<file path="config.mk">
export PLATFORM = sky130hd
export DESIGN_NAME = framebuffer_pixel_writer_flat
export DESIGN_NICKNAME = d
export VERILOG_FILES = /design/src/rtl/fpw_pkg.sv /design/src/rtl/fpw_stream_if.sv /design/src/rtl/framebuffer_pixel_writer.sv /design/src/flat_wrapper.sv
export SDC_FILE = /design/constraint.sdc
export NUM_CORES = 1
export LEC_CHECK = 0
export BUFFER_PORTS_ARGS = -buffer_cell sky130_fd_sc_hd__buf_2
export CAP_MARGIN = 20
export CELL_PAD_IN_SITES_DETAIL_PLACEMENT = 1
export CELL_PAD_IN_SITES_GLOBAL_PLACEMENT = 1
export CORE_ASPECT_RATIO = 0.6
export CORE_UTILIZATION = 50
export DETAILED_ROUTE_END_ITERATION = 8
export MAX_ROUTING_LAYER = met4
export PLACE_DENSITY = 0.89
export SYNTH_ARGS = -nofsm -noshare
export SYNTH_HDL_FRONTEND = slang
export SYNTH_SLANG_ARGS = --single-unit
</file>
<file path="constraint.sdc">
create_clock -name i_clk -period 10.57 [get_ports i_clk]
set_input_delay 0.5285 -clock i_clk [delete_from_list [all_inputs] [get_ports i_clk]]
set_output_delay 0.5285 -clock i_clk [all_outputs]
set_load 0.1 [all_outputs]
</file>
<file path="src/rtl/fpw_pkg.sv">
// ----------------------------------------------------------------------------
// fpw_pkg
// Types and constants shared by the framebuffer pixel writer files.
// ----------------------------------------------------------------------------
package fpw_pkg;

    // Coordinates are taken modulo this limit before use
    localparam int COORD_LIMIT = 4096;

    // Register indexes (byte address = 4 * index)
    localparam logic [1:0] REG_PIXEL_FORMAT = 2'd0;
    localparam logic [1:0] REG_LINE_WIDTH   = 2'd1;
    localparam logic [1:0] REG_FRAME_BASE   = 2'd2;

    // Pixel formats
    localparam logic [3:0] FMT_MONO      = 4'd0;
    localparam logic [3:0] FMT_RGB332    = 4'd1;
    localparam logic [3:0] FMT_RGB565    = 4'd2;
    localparam logic [3:0] FMT_RGB565SW  = 4'd3;
    localparam logic [3:0] FMT_BGR565    = 4'd4;
    localparam logic [3:0] FMT_RGB888    = 4'd5;
    localparam logic [3:0] FMT_BGR888    = 4'd6;
    localparam logic [3:0] FMT_XRGB8888  = 4'd7;
    localparam logic [3:0] FMT_XBGR8888  = 4'd8;
    localparam logic [3:0] FMT_ARGB8888  = 4'd9;
    localparam logic [3:0] FMT_ABGR8888  = 4'd10;
    localparam logic [3:0] FMT_RGBA8888  = 4'd11;
    localparam logic [3:0] FMT_BGRA8888  = 4'd12;

    // Mono colour codes
    localparam logic [31:0] MONO_BLACK  = 32'd0;
    localparam logic [31:0] MONO_WHITE  = 32'd1;
    localparam logic [31:0] MONO_INVERT = 32'd2;

    // Write operations
    localparam logic [1:0] OP_STORE  = 2'd0;
    localparam logic [1:0] OP_CLEAR  = 2'd1;
    localparam logic [1:0] OP_SET    = 2'd2;
    localparam logic [1:0] OP_TOGGLE = 2'd3;

    typedef struct packed {
        logic [11:0] pos_x;
        logic [11:0] pos_y;
        logic [31:0] colour;
    } t_pixel;

    typedef struct packed {
        logic        write_enable;
        logic [31:0] byte_address;
        logic [1:0]  write_op;
        logic [2:0]  byte_count;
        logic [31:0] write_data;
    } t_wr_req;

endpackage

</file>
<file path="src/rtl/fpw_stream_if.sv">
// ----------------------------------------------------------------------------
// fpw_stream_if
// Valid/ready channel carrying one payload item per handshake.
// ----------------------------------------------------------------------------
interface fpw_stream_if #(
    parameter type t_payload = logic
);
    logic     valid;
    logic     ready;
    t_payload payload;

    modport source (output valid, output payload, input ready);
    modport sink   (input valid, input payload, output ready);
endinterface

</file>
<file path="src/rtl/framebuffer_pixel_writer.sv">
// ----------------------------------------------------------------------------
// framebuffer_pixel_writer
// Turns one pixel (x, y, colour) into one framebuffer write request.
// ----------------------------------------------------------------------------
// Throughput: one item per cycle, stalled only by o_wr.ready.
// Pipeline: input register, product register, result register; the
//   y * line_width multiply and the base + pix * bpp add each own one stage.
// Reset: synchronous, active low; clears pipeline valids and the registers
//   (format mono, line_width 1, frame_base 0).
module framebuffer_pixel_writer (
    input  logic                i_clk,
    input  logic                i_rst_n,
    fpw_stream_if.sink          i_pix,
    fpw_stream_if.source        o_wr,
    input  logic                psel,
    input  logic                penable,
    input  logic                pwrite,
    input  logic [3:0]          paddr,
    input  logic [31:0]         pwdata,
    output logic [31:0]         prdata,
    output logic                pready
);
    import fpw_pkg::*;

    // ---------------- configuration registers ----------------
    logic [3:0]  r_format;
    logic [12:0] r_line_width;
    logic [31:0] r_frame_base;
    logic        cfg_wr;

    assign pready = 1'b1;
    assign cfg_wr = psel && penable && pwrite;

    always_ff @(posedge i_clk) begin
        if (!i_rst_n) begin
            r_format     <= FMT_MONO;
            r_line_width <= 13'd1;
            r_frame_base <= 32'd0;
        end else if (cfg_wr) begin
            case (paddr[3:2])
                REG_PIXEL_FORMAT: r_format     <= pwdata[3:0];
                REG_LINE_WIDTH:   r_line_width <= pwdata[12:0];
                REG_FRAME_BASE:   r_frame_base <= pwdata;
                default: ;  // unmapped, ignored
            endcase
        end
    end

    always_comb begin
        case (paddr[3:2])
            REG_PIXEL_FORMAT: prdata = {28'd0, r_format};
            REG_LINE_WIDTH:   prdata = {19'd0, r_line_width};
            REG_FRAME_BASE:   prdata = r_frame_base;
            default:          prdata = 32'd0;
        endcase
    end

    // ---------------- pipeline flow control ----------------
    // Each stage advances when it is empty or the next one takes its item.
    logic r_s1_valid, r_s2_valid, r_out_valid;
    logic out_ready, s2_ready, s1_ready;

    assign out_ready   = !r_out_valid || o_wr.ready;
    assign s2_ready    = !r_s2_valid || out_ready;
    assign s1_ready    = !r_s1_valid || s2_ready;
    assign i_pix.ready = s1_ready;
    assign o_wr.valid  = r_out_valid;

    always_ff @(posedge i_clk) begin
        if (!i_rst_n) begin
            r_s1_valid  <= 1'b0;
            r_s2_valid  <= 1'b0;
            r_out_valid <= 1'b0;
        end else begin
            if (s1_ready)  r_s1_valid  <= i_pix.valid;
            if (s2_ready)  r_s2_valid  <= r_s1_valid;
            if (out_ready) r_out_valid <= r_s2_valid;
        end
    end

    // ---------------- stage 1: input register ----------------
    t_pixel r_s1_pix;

    always_ff @(posedge i_clk) begin
        if (s1_ready && i_pix.valid) r_s1_pix <= i_pix.payload;
    end

    // ---------------- stage 1 logic: pixel index and lanes ----------------
    logic [11:0] s1_x, s1_y, s1_ysel;
    logic [7:0]  s1_a, s1_r, s1_g, s1_b;
    logic [24:0] s1_prod;
    logic [25:0] n_pix;
    logic        n_en;
    logic [1:0]  n_op;
    logic [2:0]  n_cnt;
    logic [31:0] n_data;

    assign s1_x = 12'(r_s1_pix.pos_x % COORD_LIMIT);
    assign s1_y = 12'(r_s1_pix.pos_y % COORD_LIMIT);
    assign s1_a = r_s1_pix.colour[31:24];
    assign s1_r = r_s1_pix.colour[23:16];
    assign s1_g = r_s1_pix.colour[15:8];
    assign s1_b = r_s1_pix.colour[7:0];

    // Mono packs 8 rows into one byte: the row index is the page number.
    assign s1_ysel = (r_format == FMT_MONO) ? {3'd0, s1_y[11:3]} : s1_y;
    assign s1_prod = {13'd0, s1_ysel} * {12'd0, r_line_width};
    assign n_pix   = {1'b0, s1_prod} + {14'd0, s1_x};

    always_comb begin
        n_en   = 1'b1;
        n_op   = OP_STORE;
        n_cnt  = 3'd4;
        n_data = 32'd0;
        case (r_format)
            FMT_MONO: begin
                n_cnt  = 3'd1;
                n_data = 32'd1 << s1_y[2:0];
                if (r_s1_pix.colour == MONO_BLACK)       n_op = OP_CLEAR;
                else if (r_s1_pix.colour == MONO_WHITE)  n_op = OP_SET;
                else if (r_s1_pix.colour == MONO_INVERT) n_op = OP_TOGGLE;
                else                                     n_en = 1'b0;
            end
            FMT_RGB332: begin
                n_cnt  = 3'd1;
                n_data = {24'd0, s1_r[7:5], s1_g[7:5], s1_b[7:6]};
            end
            FMT_RGB565: begin
                n_cnt  = 3'd2;
                n_data = {16'd0, r_s1_pix.colour[15:0]};
            end
            FMT_RGB565SW: begin
                n_cnt  = 3'd2;
                n_data = {16'd0, r_s1_pix.colour[7:0], r_s1_pix.colour[15:8]};
            end
            FMT_BGR565: begin
                n_cnt  = 3'd2;
                n_data = {16'd0, s1_b[7:3], s1_g[7:2], s1_r[7:3]};
            end
            FMT_RGB888: begin
                n_cnt  = 3'd3;
                n_data = {8'd0, s1_b, s1_g, s1_r};
            end
            FMT_BGR888: begin
                n_cnt  = 3'd3;
                n_data = {8'd0, s1_r, s1_g, s1_b};
            end
            FMT_XRGB8888: n_data = {8'hFF, r_s1_pix.colour[23:0]};
            FMT_XBGR8888: n_data = {s1_r, s1_g, s1_b, 8'hFF};
            FMT_ARGB8888: n_data = r_s1_pix.colour;
            FMT_ABGR8888: n_data = {s1_r, s1_g, s1_b, s1_a};
            FMT_RGBA8888: n_data = {s1_a, s1_b, s1_g, s1_r};
            FMT_BGRA8888: n_data = {s1_a, s1_r, s1_g, s1_b};
            default:      n_en   = 1'b0;  // unused format codes
        endcase
    end

    // ---------------- stage 2: product register ----------------
    logic [25:0] r_s2_pix;
    logic        r_s2_en;
    logic [1:0]  r_s2_op;
    logic [2:0]  r_s2_cnt;
    logic [31:0] r_s2_data;

    always_ff @(posedge i_clk) begin
        if (s2_ready && r_s1_valid) begin
            r_s2_pix  <= n_pix;
            r_s2_en   <= n_en;
            r_s2_op   <= n_op;
            r_s2_cnt  <= n_cnt;
            r_s2_data <= n_data;
        end
    end

    // Byte offset = pixel index * bytes per pixel (mono: one byte per column)
    logic [27:0] s2_offset;
    t_wr_req     n_req;

    always_comb begin
        case (r_s2_cnt)
            3'd2:    s2_offset = {1'b0, r_s2_pix, 1'b0};
            3'd3:    s2_offset = {2'd0, r_s2_pix} + {1'b0, r_s2_pix, 1'b0};
            3'd4:    s2_offset = {r_s2_pix, 2'd0};
            default: s2_offset = {2'd0, r_s2_pix};
        endcase
    end

    always_comb begin
        n_req = '0;
        if (r_s2_en) begin
            n_req.write_enable = 1'b1;
            n_req.byte_address = r_frame_base + {4'd0, s2_offset};
            n_req.write_op     = r_s2_op;
            n_req.byte_count   = r_s2_cnt;
            n_req.write_data   = r_s2_data;
        end
    end

    // ---------------- result register ----------------
    t_wr_req r_out;

    always_ff @(posedge i_clk) begin
        if (out_ready && r_s2_valid) r_out <= n_req;
    end

    assign o_wr.payload = r_out;

endmodule

</file>
<file path="src/flat_wrapper.sv">
// flat-port wrapper written by rule: the top's interface ports become plain ports
module framebuffer_pixel_writer_flat import fpw_pkg::*;
  (i_clk, i_rst_n, psel, penable, pwrite, paddr, pwdata, prdata, pready, i_pix_valid, i_pix_payload, i_pix_ready, o_wr_valid, o_wr_payload, o_wr_ready);
  fpw_stream_if #(.t_payload(t_pixel)) i_pix_i ();
  fpw_stream_if #(.t_payload(t_wr_req)) o_wr_i ();
  input  logic i_clk;
  input  logic i_rst_n;
  input  logic psel;
  input  logic penable;
  input  logic pwrite;
  input  logic [3:0] paddr;
  input  logic [31:0] pwdata;
  output logic [31:0] prdata;
  output logic pready;
  input wire logic [$bits(i_pix_i.valid)-1:0] i_pix_valid;
  input wire logic [$bits(i_pix_i.payload)-1:0] i_pix_payload;
  output wire logic [$bits(i_pix_i.ready)-1:0] i_pix_ready;
  output wire logic [$bits(o_wr_i.valid)-1:0] o_wr_valid;
  output wire logic [$bits(o_wr_i.payload)-1:0] o_wr_payload;
  input wire logic [$bits(o_wr_i.ready)-1:0] o_wr_ready;
  assign i_pix_i.valid = i_pix_valid;
  assign i_pix_i.payload = i_pix_payload;
  assign i_pix_ready = i_pix_i.ready;
  assign o_wr_valid = o_wr_i.valid;
  assign o_wr_payload = o_wr_i.payload;
  assign o_wr_i.ready = o_wr_ready;
  framebuffer_pixel_writer u_core (.i_clk(i_clk), .i_rst_n(i_rst_n), .i_pix(i_pix_i), .o_wr(o_wr_i), .psel(psel), .penable(penable), .pwrite(pwrite), .paddr(paddr), .pwdata(pwdata), .prdata(prdata), .pready(pready));
endmodule
</file>
After elaboration in Yosys (flattened, before gate mapping)
Index checks and enable logic that the tools add are counted.
{"block": "totals", "elab_cells": 81, "reg_bits": 242, "out_inout_bits": 105}
{"block": "classes", "mux": 13, "n_eq_ne": 19, "n_reduce_logical": 23, "n_addsub": 3, "n_shift": 1, "multipliers": 1, "bitwise": 1}
{"op": "case mux 32 bit (12 select lines)", "n": 1}
{"op": "case mux 32 bit (3 select lines)", "n": 1}
{"op": "case mux 28 bit (3 select lines)", "n": 1}
{"op": "2-to-1 mux 70 bit", "n": 1}
{"op": "adder 32 x 28 -> 32 bit", "n": 1}
{"op": "== test 32 x 1 -> 1 bit, second input constant", "n": 1}
{"op": "== test 32 x 2 -> 1 bit, second input constant", "n": 1}
{"op": "zero test 32 bit", "n": 1}
{"op": "<< shifter 1 x 3 -> 32 bit, first input constant", "n": 1}
{"op": "adder 26 x 27 -> 28 bit", "n": 1}
{"op": "adder 25 x 12 -> 26 bit", "n": 1}
{"op": "multiplier 12 x 13 -> 25 bit", "n": 1}
{"op": "== test 4 bit, second input constant", "n": 5}
{"op": "== test 4 x 3 -> 1 bit, second input constant", "n": 4}
{"op": "2-to-1 mux 12 bit", "n": 1}
{"op": "OR reduction 12 bit", "n": 1}
{"op": "case mux 3 bit (3 select lines)", "n": 1}
{"op": "== test 4 x 2 -> 1 bit, second input constant", "n": 2}
{"op": "OR reduction 2 bit", "n": 4}
{"op": "== test 3 x 2 -> 1 bit, second input constant", "n": 2}
{"op": "AND reduction 2 bit", "n": 3}
{"op": "logical AND 1 bit", "n": 5}
{"op": "== test 4 x 1 -> 1 bit, second input constant", "n": 1}
{"op": "zero test 4 bit", "n": 1}
{"op": "other kinds (11)", "n": 19}

Logic depth before layout (Yosys ltp)
Gate-level depths: netlist of run 1.
{"block": "depth", "depth_word": 5, "mapped_depth": 27}

Worst setup path before layout of run 1
Ideal clock, no wire load.
{"block": "synth_timing", "kind": "register to register", "from": "reg u_core.r_format[1]", "to": "reg u_core.r_s2_pix[23] (data pin)", "setup_slack_ns": 4.072, "arrival_ns": 6.243, "stages_incl_launch_ff": 24, "path_buffers": 2, "path_cell_list": "dfxtp_1 or2_2 or3_1 clkbuf_1 mux2i_1 clkbuf_1 nor2b_1 fa_1 inv_1 fa_1 inv_1 fa_1 fa_1 inv_1 fa_1 inv_1 ha_1 a21o_1 a221oi_1 a2bb2oi_1 or3b_2 a21oi_1 nand2_1 o211a_1"}
{"block": "synth_via", "elab_chain_cells": 4}
{"item": "start, declared", "line_no": "framebuffer_pixel_writer.sv:26", "text": "logic [3:0] r_format;"}
{"item": "start signal, assigned", "line_no": "framebuffer_pixel_writer.sv:41", "text": "REG_PIXEL_FORMAT: r_format <= pwdata[3:0];"}
{"item": "zero test 4 bit", "line_no": "framebuffer_pixel_writer.sv:106", "text": "assign s1_ysel = (r_format == FMT_MONO) ? {3'd0, s1_y[11:3]} : s1_y;"}
{"item": "2-to-1 mux 12 bit", "line_no": "framebuffer_pixel_writer.sv:106"}
{"item": "multiplier 12 x 13 -> 25 bit", "line_no": "framebuffer_pixel_writer.sv:107", "text": "assign s1_prod = {13'd0, s1_ysel} * {12'd0, r_line_width};"}
{"item": "adder 25 x 12 -> 26 bit", "line_no": "framebuffer_pixel_writer.sv:108", "text": "assign n_pix = {1'b0, s1_prod} + {14'd0, s1_x};"}
{"item": "net u_core.n_pix[23]", "line_no": "framebuffer_pixel_writer.sv:92", "text": "logic [25:0] n_pix;"}
{"item": "end signal, assigned", "line_no": "framebuffer_pixel_writer.sv:167", "text": "r_s2_pix <= n_pix;"}
{"item": "end, declared", "line_no": "framebuffer_pixel_writer.sv:159", "text": "logic [25:0] r_s2_pix;"}
The timed path passes the listed nets, and every way through them passes these cells.
A chain may end at the register's enable or synchronous reset.

Final worst setup path of run 1
{"block": "layout_timing", "from": "reg u_core.r_format[0]", "to": "reg u_core.r_s2_pix[23] (data pin)"}
The elaborated chain is that of the path after synthesis.

==> results_dict.tcl, run 1 <==
set metrics [dict create \
    vdd.ir_drop.worst_mv 0.1414 \
    antenna_found_initial 6 \
    grtUsageTotal_pct 35.94 \
    syn_avg_cell_area_sq_um 9.440 \
    area_delta_synth_final_pct 12.57 \
    layout.cells.most_common "nand2_1" \
    synth.cell_area_sq_um 19110 \
    fin_ws_ns 2.594 \
    skew_ns 0.01546 \
    maxCapViolations 0 \
    crit_required_ns 10.87 \
    cp_max_fo 13 \
    relSlewSlack_pct 25.75 \
    die_area_sq_um 39020 \
    p_leak_nw 9.645 \
    yosys_register_bits 242 \
    syn_inst 2024 \
    start_util_pct 50.76 \
    synth_seq_area_share_pct 35.31 \
    first_pass_iters 6 \
    final_nets 2527 \
    fin_crit_sh_pct 75.46 \
    maxSlewViolCount 0 \
    root_buffer "clkbuf_16" \
    dpl-instance-area_sq_um 20550 \
    hold_viol 0 \
    io_pins 204 \
    powerDensity_nw_per_um2 130.1 \
    hp-class "primary input to flop" \
    wl_per_cell_microns 24.82 \
    setup_violations 0 \
    end_kind "flop" \
    start_kind "flop" \
    drt-initial-drc-count 1541 \
    ys.flop_type "edfxtp_1" \
    clock_latency_ns 0.56 \
    ys_warn_count 0 \
    whs_ns 0.1474 \
    fp.dieH_microns 153.4 \
    gp_congestion 0.9746 \
    rsz0062_at_grt "false" \
    async_flop_share_pct 0 \
    crit_type "flop to flop" \
    hold_buffers 0 \
    layout-drive-gt1-share_pct 12.84 \
    grt_pass1_vias 17119 \
    final_cell_mix "293 x nand2_1, 210 x inv_1, 200 x buf_2, 190 x edfxtp_1, 128 x ha_1" \
    fin_tns_setup_ns 0 \
    grt_max_degree 71 \
    dieWidth_microns 254.4 \
    fp-row-count 55 \
    post_cts_buffers 0 \
    numCtsBuffers 26 \
    fin_crit_ns 7.976 \
    final_area_sq_um 21510 \
    dp_hpwl_mm 51.81 \
    place_ws_ns 2.797 \
    synth_cell_type_count 73 \
    clk_pin_slew_ns 0.07 \
    fp.coreArea_sq_um 37640 \
    worstMarginPinSlew_ns 1.108 \
    vias 16498 \
    io_buffers 200 \
    wl_mm 67.39 \
    cts_sinks 242 \
    detail-route-antenna-nets 0 \
    via_per_inst 6.077 \
    status "finished clean" \
    fmax_mhz 125.4 \
    grt_pass1_wl_mm 102.4 \
    synth_nets 2375 \
    post-route-drc-count 0 \
    synth_edf_count 190 \
    h-tree-depth 1 \
    dp_cells 2658 \
    cts_tree "built" \
    overflow 0 \
    clock_path_buffers 3 \
    fin_cells 2715 \
    post_cts_resized 0 \
    cp_data_arrival_time_ns 8.28 \
]
synthesized netlist by cell type (22+ instances only):
cell type,n,area [sq um]
a21boi_0,52,390.4
nand2_1,293,1100
ha_1,128,1602
a21oi_1,113,565.5
and2_1,117,732.0
edfxtp_1,190,5705
nor2b_1,68,425.4
o21ai_0,50,250.2
nor3_1,22,110.1
o22ai_1,28,175.2
fa_1,124,2482
a21o_1,34,255.2
clkbuf_1,88,330.3
xnor2_1,34,297.8
nor2_1,88,330.3
and3_1,39,244.0
inv_1,210,788.3
dfxtp_1,52,1041
critical path: stages, from the launching register on:
cell       delay (ns)
dfxtp_1          0.44
or2_2            0.41
nor3_2           0.85
nand2_1          0.19
nand2_1          0.50
nand2_1          0.16
fa_1             0.55
fa_1             0.51
inv_1            0.08
fa_1             0.59
fa_1             0.61
inv_1            0.08
fa_1             0.48
inv_1            0.04
ha_1             0.34
and3_1           0.19
a221oi_1         0.37
a2bb2oi_1        0.36
or3b_2           0.50
a21oi_1          0.24
nand2_1          0.08
o211a_1          0.15
sequential cells by signal, indices dropped and copies added, names as in the netlist:
signal and flops:
u_core.r_s2_en 1, u_core.o_wr.payload 70, u_core.r_s1_valid 1, u_core.r_frame_base 32
u_core.r_format 4, u_core.r_s1_pix 56, u_core.r_s2_valid 1, u_core.r_s2_op 2
u_core.o_wr.valid 1, u_core.r_line_width 13, u_core.r_s2_cnt 3, u_core.r_s2_pix 26
u_core.r_s2_data 32
per-stage QoR:
stage / util, % / power (mW)
after floorplan: - / 1.595
after global placement: 54.60 / 1.754
after detailed placement: 54.60 / 1.791
after CTS: 57.04 / 2.791
after global routing: 57.13 / 2.896
final: 57.14 / 2.798
power breakdown:
part,internal (mW),switching [mW]
registers,1.09,0.0682
clock network,0.591,0.413
logic,0.225,0.415
total,1.90,0.896
kinds of logic (layout without fill, tap and decap cells):
group	after synthesis	count (layout)	share of synthesized area, %
mux	25	25	1.356
simple gates	715	715	18.30
xor+xnor	54	54	2.475
other cells	1	7	0.01963
flops	242	242	35.31
compound gates	430	430	15.15
buf+inv	305	477	6.012
fa+ha+maj	252	252	21.38
path summary, 6_finish.rpt:
kind | slack [ns] | start | to | cells past startpoint
worst max register to register | 2.59 | u_core.r_format[0]$_SDFFE_PN0P_ | u_core.r_s2_pix[23]$_DFFE_PP_ | 21
worst max-delay path | 2.59 | u_core.r_format[0]$_SDFFE_PN0P_ | u_core.r_s2_pix[23]$_DFFE_PP_ | 21
worst min register to register | 0.49 | u_core.r_frame_base[20]$_SDFFE_PN0P_ | u_core.r_frame_base[20]$_SDFFE_PN0P_ | 2
worst min-delay path | 0.15 | i_pix_payload[16] | u_core.r_s1_pix[16]$_DFFE_PP_ | 1
per-layer routing:
| metal | share of wire, % | wire length, microns | global-route usage [%] |
|---|---|---|---|
| met1 | 43 | 28650 | 49.25 |
| met4 | 3.6 | 2458 | 11.96 |
| met5 | 0 | 0 | - |
| met3 | 10 | 7050 | 8.856 |
| met2 | 43 | 29230 | 51.82 |
layout make-up:
type | count | area [sq um]
Multi-Input combinational cell | 1477 | 11260
Clock inverter | 19 | 236.5
Tap cell | 513 | 641.9
Fill cell | 4329 | 16130
Sequential cell | 242 | 6746
Inverter | 211 | 792.0
Timing Repair Buffer | 218 | 1136
Antenna cell | 6 | 15.01
Clock buffer | 29 | 683.2
Power figures use the tool's default switching activity.
==> run 2: changes to the inputs <==
--- a/config.mk
+++ b/config.mk
@@ -10,10 +10,10 @@
 export CELL_PAD_IN_SITES_DETAIL_PLACEMENT = 1
 export CELL_PAD_IN_SITES_GLOBAL_PLACEMENT = 1
 export CORE_ASPECT_RATIO = 0.6
-export CORE_UTILIZATION = 50
+export CORE_UTILIZATION = 47
 export DETAILED_ROUTE_END_ITERATION = 8
 export MAX_ROUTING_LAYER = met4
-export PLACE_DENSITY = 0.89
+export PLACE_DENSITY = 0.85
 export SYNTH_ARGS = -nofsm -noshare
 export SYNTH_HDL_FRONTEND = slang
 export SYNTH_SLANG_ARGS = --single-unit
==> constraint.sdc (replaced) <==
create_clock -name i_clk -period 7.37 [get_ports i_clk]
set_input_delay 0.3685 -clock i_clk [delete_from_list [all_inputs] [get_ports i_clk]]
set_output_delay 0.3685 -clock i_clk [all_outputs]
set_load 0.1 [all_outputs]
==> run 2 against run 1 <==
Effect of this change: combinational power increased by 51%; highest routed layer unchanged; critical path type unchanged; die area increased by 6.3%; clock skew increased by 0.028 ns; total power increased by 41%; critical endpoint unchanged; largest power group unchanged.
==> results_dict.tcl, run 2 (same netlist as run 1, synthesis figures left out) <==
set metrics [dict create \
    cts_tree "built" \
    status "finished clean" \
    crit_required_ns 7.67 \
    hp-class "primary input to flop" \
    crit_type "flop to flop" \
    grt_max_degree 76 \
    p_leak_nw 9.906 \
    fin_crit_ns 7.178 \
    numCtsBuffers 25 \
    area_delta_synth_final_pct 15.66 \
    post-route-drc-count 0 \
    largest_register_ffs 70 \
    via_per_inst 6.083 \
    start_kind "flop" \
    skew_ns 0.04325 \
    antenna_found_initial 1 \
    layout.cells.most_common "nand2_1" \
    root_buffer "clkbuf_16" \
    end_kind "flop" \
    fmax_mhz 139.3 \
    vdd.ir_drop.worst_mv 0.2026 \
    grt_pass1_wl_mm 105.9 \
    gp_congestion 1.009 \
    start_util_pct 48.26 \
    hold_viol 0 \
    clk_pin_slew_ns 0.08 \
    fp.coreArea_sq_um 39590 \
    clock_path_buffers 3 \
    fp.dieH_microns 158.2 \
    drt-initial-drc-count 1689 \
    powerDensity_nw_per_um2 178.5 \
    fp-row-count 56 \
    grt_pass1_vias 17314 \
    cts_sinks 242 \
    cp_max_fo 11 \
    maxSlewViolCount 0 \
    vias 16966 \
    wl_per_cell_microns 25.30 \
    final_cell_mix "292 x nand2_1, 210 x inv_1, 200 x buf_2, 190 x edfxtp_1, 128 x ha_1" \
    final_nets 2597 \
    dp_hpwl_mm 51.97 \
    cp_data_arrival_time_ns 7.48 \
    p_total_mw 3.945 \
    io_buffers 200 \
    post_cts_buffers 0 \
    first_pass_iters 5 \
    detail-route-antenna-nets 0 \
    setup_violations 0 \
    layout-drive-gt1-share_pct 13.07 \
    clock_latency_ns 0.58 \
    die_area_sq_um 41490 \
    relSlewSlack_pct 22.10 \
    fin_crit_sh_pct 97.39 \
    dieWidth_microns 262.3 \
    rrSetupSlack_ns 0.19 \
    grtUsageTotal_pct 34.60 \
    overflow 0 \
    io_pins 204 \
    fin_tns_setup_ns 0 \
    nFillCells 4491 \
    h-tree-depth 1 \
    worstMarginPinSlew_ns 1.164 \
    maxCapViolations 0 \
    wl_mm 70.56 \
]
-- run 2: changes by cell type in the layout (fill, tap and decap cells not counted), moves of 2 or more --
cell | previous run | this run
dlygate4sd3_1 | 0 | 56
clkinv_2 | 4 | 1
buf_4 | 18 | 33
clkinv_1 | 6 | 1
diode_2 | 6 | 3
clkbuf_1 | 2 | 8
clkbuf_8 | 0 | 5
bufinv_16 | 5 | 1
inv_6 | 0 | 2
inv_8 | 2 | 0
-- run 2: final cells by class --
| cell class | instances | area [sq um] | share of cell area, % |
|---|---|---|---|
| Antenna cell | 3 | 7.507 | 0.03397 |
| Clock buffer | 39 | 749.5 | 3.391 |
| Clock inverter | 6 | 68.82 | 0.3114 |
| Inverter | 211 | 792.0 | 3.584 |
| Multi-Input combinational cell | 1477 | 11270 | 51.01 |
| Sequential cell | 242 | 6746 | 30.53 |
| Tap cell | 522 | 653.1 | 2.955 |
| Timing Repair Buffer | 289 | 1809 | 8.187 |
-- run 2: worst paths after layout --
kind,start,to,cells after the start
worst max-delay path,u_core.r_format[1]$_SDFFE_PN0P_,u_core.r_s2_pix[23]$_DFFE_PP_,22
worst min-delay path,pwdata[14],u_core.r_frame_base[14]$_SDFFE_PN0P_,3
worst max register to register,u_core.r_format[1]$_SDFFE_PN0P_,u_core.r_s2_pix[23]$_DFFE_PP_,22
worst min register to register,u_core.r_frame_base[22]$_SDFFE_PN0P_,u_core.r_frame_base[22]$_SDFFE_PN0P_,2
-- run 2: layer usage --
layer | vias to the layer above | GRT usage [%] | wire length [microns]
met1 | 8549 | 46.86 | 30550
met5 | - | - | 0
li1 | 7422 | - | -
met2 | 866 | 53.10 | 31250
met4 | 0 | 9.048 | 1872
met3 | 129 | 6.984 | 6889
-- run 2: where the power goes --
part	switching (mW)	internal (mW)	total [mW]
Sequential	0.0987	1.56	1.66
Combinational	0.613	0.351	0.964
Clock	0.589	0.737	1.33
-- run 2: through the flow --
step	hold slack, ns	utilization [%]	instance area, sq um	std cells	setup WS [ns]
floorplan	0.4459	-	19110	2024	0.8716
global placement	0.4736	52.25	20680	2684	0.5257
detailed placement	0.4904	52.25	20680	2684	0.1042
CTS	0.06115	55.73	22060	2785	0.09308
global route	0.07151	55.81	22090	2787	-0.04275
finish	0.06987	55.82	22100	2789	0.1924
-- run 2: what timing repair did --
action / in CTS / in global routing
hold buffers: 56 / 0
gates resized for setup: 0 / 4
setup endpoints to repair: 0 / 3
hold endpoints to repair: 56 / 0
-- run 2: critical path: stages, from the launching register on --
cell	delay [ns]
dfxtp_1	0.33
or2_2	0.31
or3_1	0.58
nand2_1	0.18
nand2_1	0.26
and2_1	0.28
fa_1	0.53
inv_1	0.06
fa_1	0.53
inv_1	0.05
fa_1	0.40
fa_1	0.55
inv_1	0.07
fa_1	0.48
inv_1	0.04
ha_1	0.30
a21o_1	0.20
a221oi_2	0.38
a2bb2oi_1	0.40
or3b_2	0.51
a21oi_1	0.23
nand2_1	0.08
o211a_1	0.14
==> run 3: changes to the inputs <==
==> constraint.sdc (replaced) <==
create_clock -name i_clk -period 6.8 [get_ports i_clk]
set_input_delay 0.34 -clock i_clk [delete_from_list [all_inputs] [get_ports i_clk]]
set_output_delay 0.34 -clock i_clk [all_outputs]
set_load 0.1 [all_outputs]
==> run 3 against run 2 <==
Effect of this change: first-iteration DRC count grew 5.4%; sequential power up 8%; global-route usage rose by 0.51 points; non-clock buffer count grew 26; largest power group unchanged; wire length up 2.5%; clock power grew 12%; count of clock-buffer cells in the layout fell by 11.
==> results_dict.tcl, run 3 (same netlist as run 1, synthesis figures left out) <==
set metrics [dict create \
    status "finished clean" \
    seqCellArea_sq_um 6746 \
    critPathSlowestCell "fa_1" \
    vdd.ir_drop.worst_mv 0.1864 \
    gp_congestion 0.9863 \
    io_pins 204 \
    multi_input_area_sq_um 11370 \
    wl_per_cell_microns 25.67 \
    clock_path_buffers 3 \
    p_leak_nw 10.06 \
    fmax_mhz 149.9 \
    relSlewSlack_pct 22.42 \
    largest_register_ffs 70 \
    layout.cells.most_common "nand2_1" \
    drt-initial-drc-count 1781 \
    final_area_sq_um 22430 \
    maxSlewViolCount 0 \
    fp-row-count 56 \
    worstMarginPinSlew_ns 1.159 \
    crit_path_max_incr_delay_ns 0.56 \
    dp_cells 2702 \
    crit_required_ns 7.11 \
    grt_pass1_wl_mm 107.4 \
    grt_max_degree 76 \
    fp.coreArea_sq_um 39590 \
    die_area_sq_um 41490 \
    powerDensity_nw_per_um2 195.1 \
    detail-route-antenna-nets 0 \
    final_nets 2623 \
    dp_hpwl_mm 52.88 \
    fin_cells 2818 \
    crit_top_cell "fa_1" \
    via_per_inst 6.065 \
    clock_latency_ns 0.57 \
    clk_pin_slew_ns 0.07 \
    h-tree-depth 1 \
    wl_mm 72.34 \
    setup_violations 0 \
    grt_pass1_vias 18005 \
    hold_viol 0 \
    fin_crit_sh_pct 98.08 \
    cp_max_fo 9 \
    fin_tns_setup_ns 0 \
    vias 17090 \
    start_kind "flop" \
    io_buffers 200 \
    start_util_pct 48.26 \
    numCtsBuffers 25 \
    rsz0062_at_grt "false" \
    end_kind "flop" \
    grtUsageTotal_pct 35.11 \
    skew_ns 0.02706 \
    overflow 0 \
    dieWidth_microns 262.3 \
    dpl-instance-area_sq_um 20820 \
    root_buffer "clkbuf_16" \
    cts_tree "built" \
    cts_sinks 242 \
    hp-class "primary input to flop" \
    post-route-drc-count 0 \
    whs_ns 0.04946 \
    area_delta_synth_final_pct 17.42 \
    cp_data_arrival_time_ns 6.97 \
    fp.dieH_microns 158.2 \
    crit_type "flop to flop" \
    fin_crit_ns 6.669 \
    maxCapViolations 0 \
    nFillCells 4478 \
    layout-drive-gt1-share_pct 14.67 \
    crit_chain "or2_4 > or3_4 > mux2i_1 > buf_4 > buf_4 > nor2b_1 > fa_1 > inv_1 > fa_1 > inv_1 > fa_1 > fa_1 > inv_1 > fa_1 > inv_1 > ha_1 > and3_1 > a221oi_4 > a2bb2oi_2 > or3b_2 > a21oi_2 > nand2_1 > o211a_1" \
    rrSetupSlack_ns 0.13 \
    first_pass_iters 8 \
    antenna_found_initial 5 \
    final_cell_mix "291 x nand2_1, 209 x inv_1, 200 x buf_2, 190 x edfxtp_1, 127 x ha_1" \
]
## run 3: changes by cell type in the layout (fill, tap and decap cells not counted), moves of 2 or more
cell	change
buf_4	+23
buf_6	+2
bufinv_16	+3
clkbuf_1	-5
clkbuf_8	-5
clkinv_1	+6
clkinvlp_4	+4
diode_2	+2
o21ai_0	-2
o21ai_1	+2
## run 3: path summary, 6_finish.rpt
kind	startpoint	endpoint	cells after the start
worst max-delay path	u_core.r_format[0]$_SDFFE_PN0P_	u_core.r_s2_pix[23]$_DFFE_PP_	23
worst min-delay path	pwdata[27]	u_core.r_frame_base[27]$_SDFFE_PN0P_	3
worst max register to register	u_core.r_format[0]$_SDFFE_PN0P_	u_core.r_s2_pix[23]$_DFFE_PP_	23
worst min register to register	u_core.r_frame_base[21]$_SDFFE_PN0P_	u_core.r_frame_base[21]$_SDFFE_PN0P_	2
## run 3: final cells by class
cell class / count / share of cell area, %
antenna: 5 / 0.05577
multi-input combinational: 1477 / 50.66
timing repair buffer: 315 / 9.024
sequential: 242 / 30.07
tap: 522 / 2.911
clock buffer: 28 / 2.839
clock inverter: 18 / 0.9035
inverter: 211 / 3.530
## run 3: critical path: cells and delay by family (launching register included)
family | cells | cell delay, ns
AOI/OAI and AO/OA | 4 | 0.83
adders and majority gates | 6 | 2.85
buffers and inverters | 6 | 0.54
DFF | 1 | 0.34
muxes | 1 | 0.21
and+or+nand+nor | 6 | 1.63
## run 3: per-layer routing
metal	vias to the layer above	part of all wire [%]	track usage, %
li1	7472	-	-
met1	8521	43	46.75
met2	920	44	53.46
met3	177	10	8.446
met4	0	3.2	9.888
met5	-	0	-
## run 3: timing repair
| action | in CTS | in global routing |
|---|---|---|
| pin swaps | 0 | 9 |
| gates resized for setup | 5 | 21 |
| buffers inserted | 0 | 9 |
| hold buffers | 56 | 0 |
| hold endpoints to repair | 56 | 0 |
| setup endpoints to repair | 5 | 8 |
## run 3: per-stage QoR
| step | power, mW | utilization (%) | worst slack [ns] |
|---|---|---|---|
| 3_3_place_gp | 2.750 | 52.59 | 0.04941 |
| 2_1_floorplan | 2.479 | - | 0.3016 |
| 3_5_place_dp | 2.816 | 52.59 | -0.2232 |
| 4_1_cts | 4.297 | 56.19 | 0.02793 |
| 5_1_grt | 4.512 | 56.67 | 0.006412 |
| 6_report | 4.376 | 56.67 | 0.1305 |
## run 3: report_power, final
part           internal, mW  switching (mW)  leakage [nW]
Sequential             1.69           0.110          2.25
Clock                 0.830           0.662         0.391
Combinational         0.405           0.682          7.42
Total                  2.92            1.45          10.1
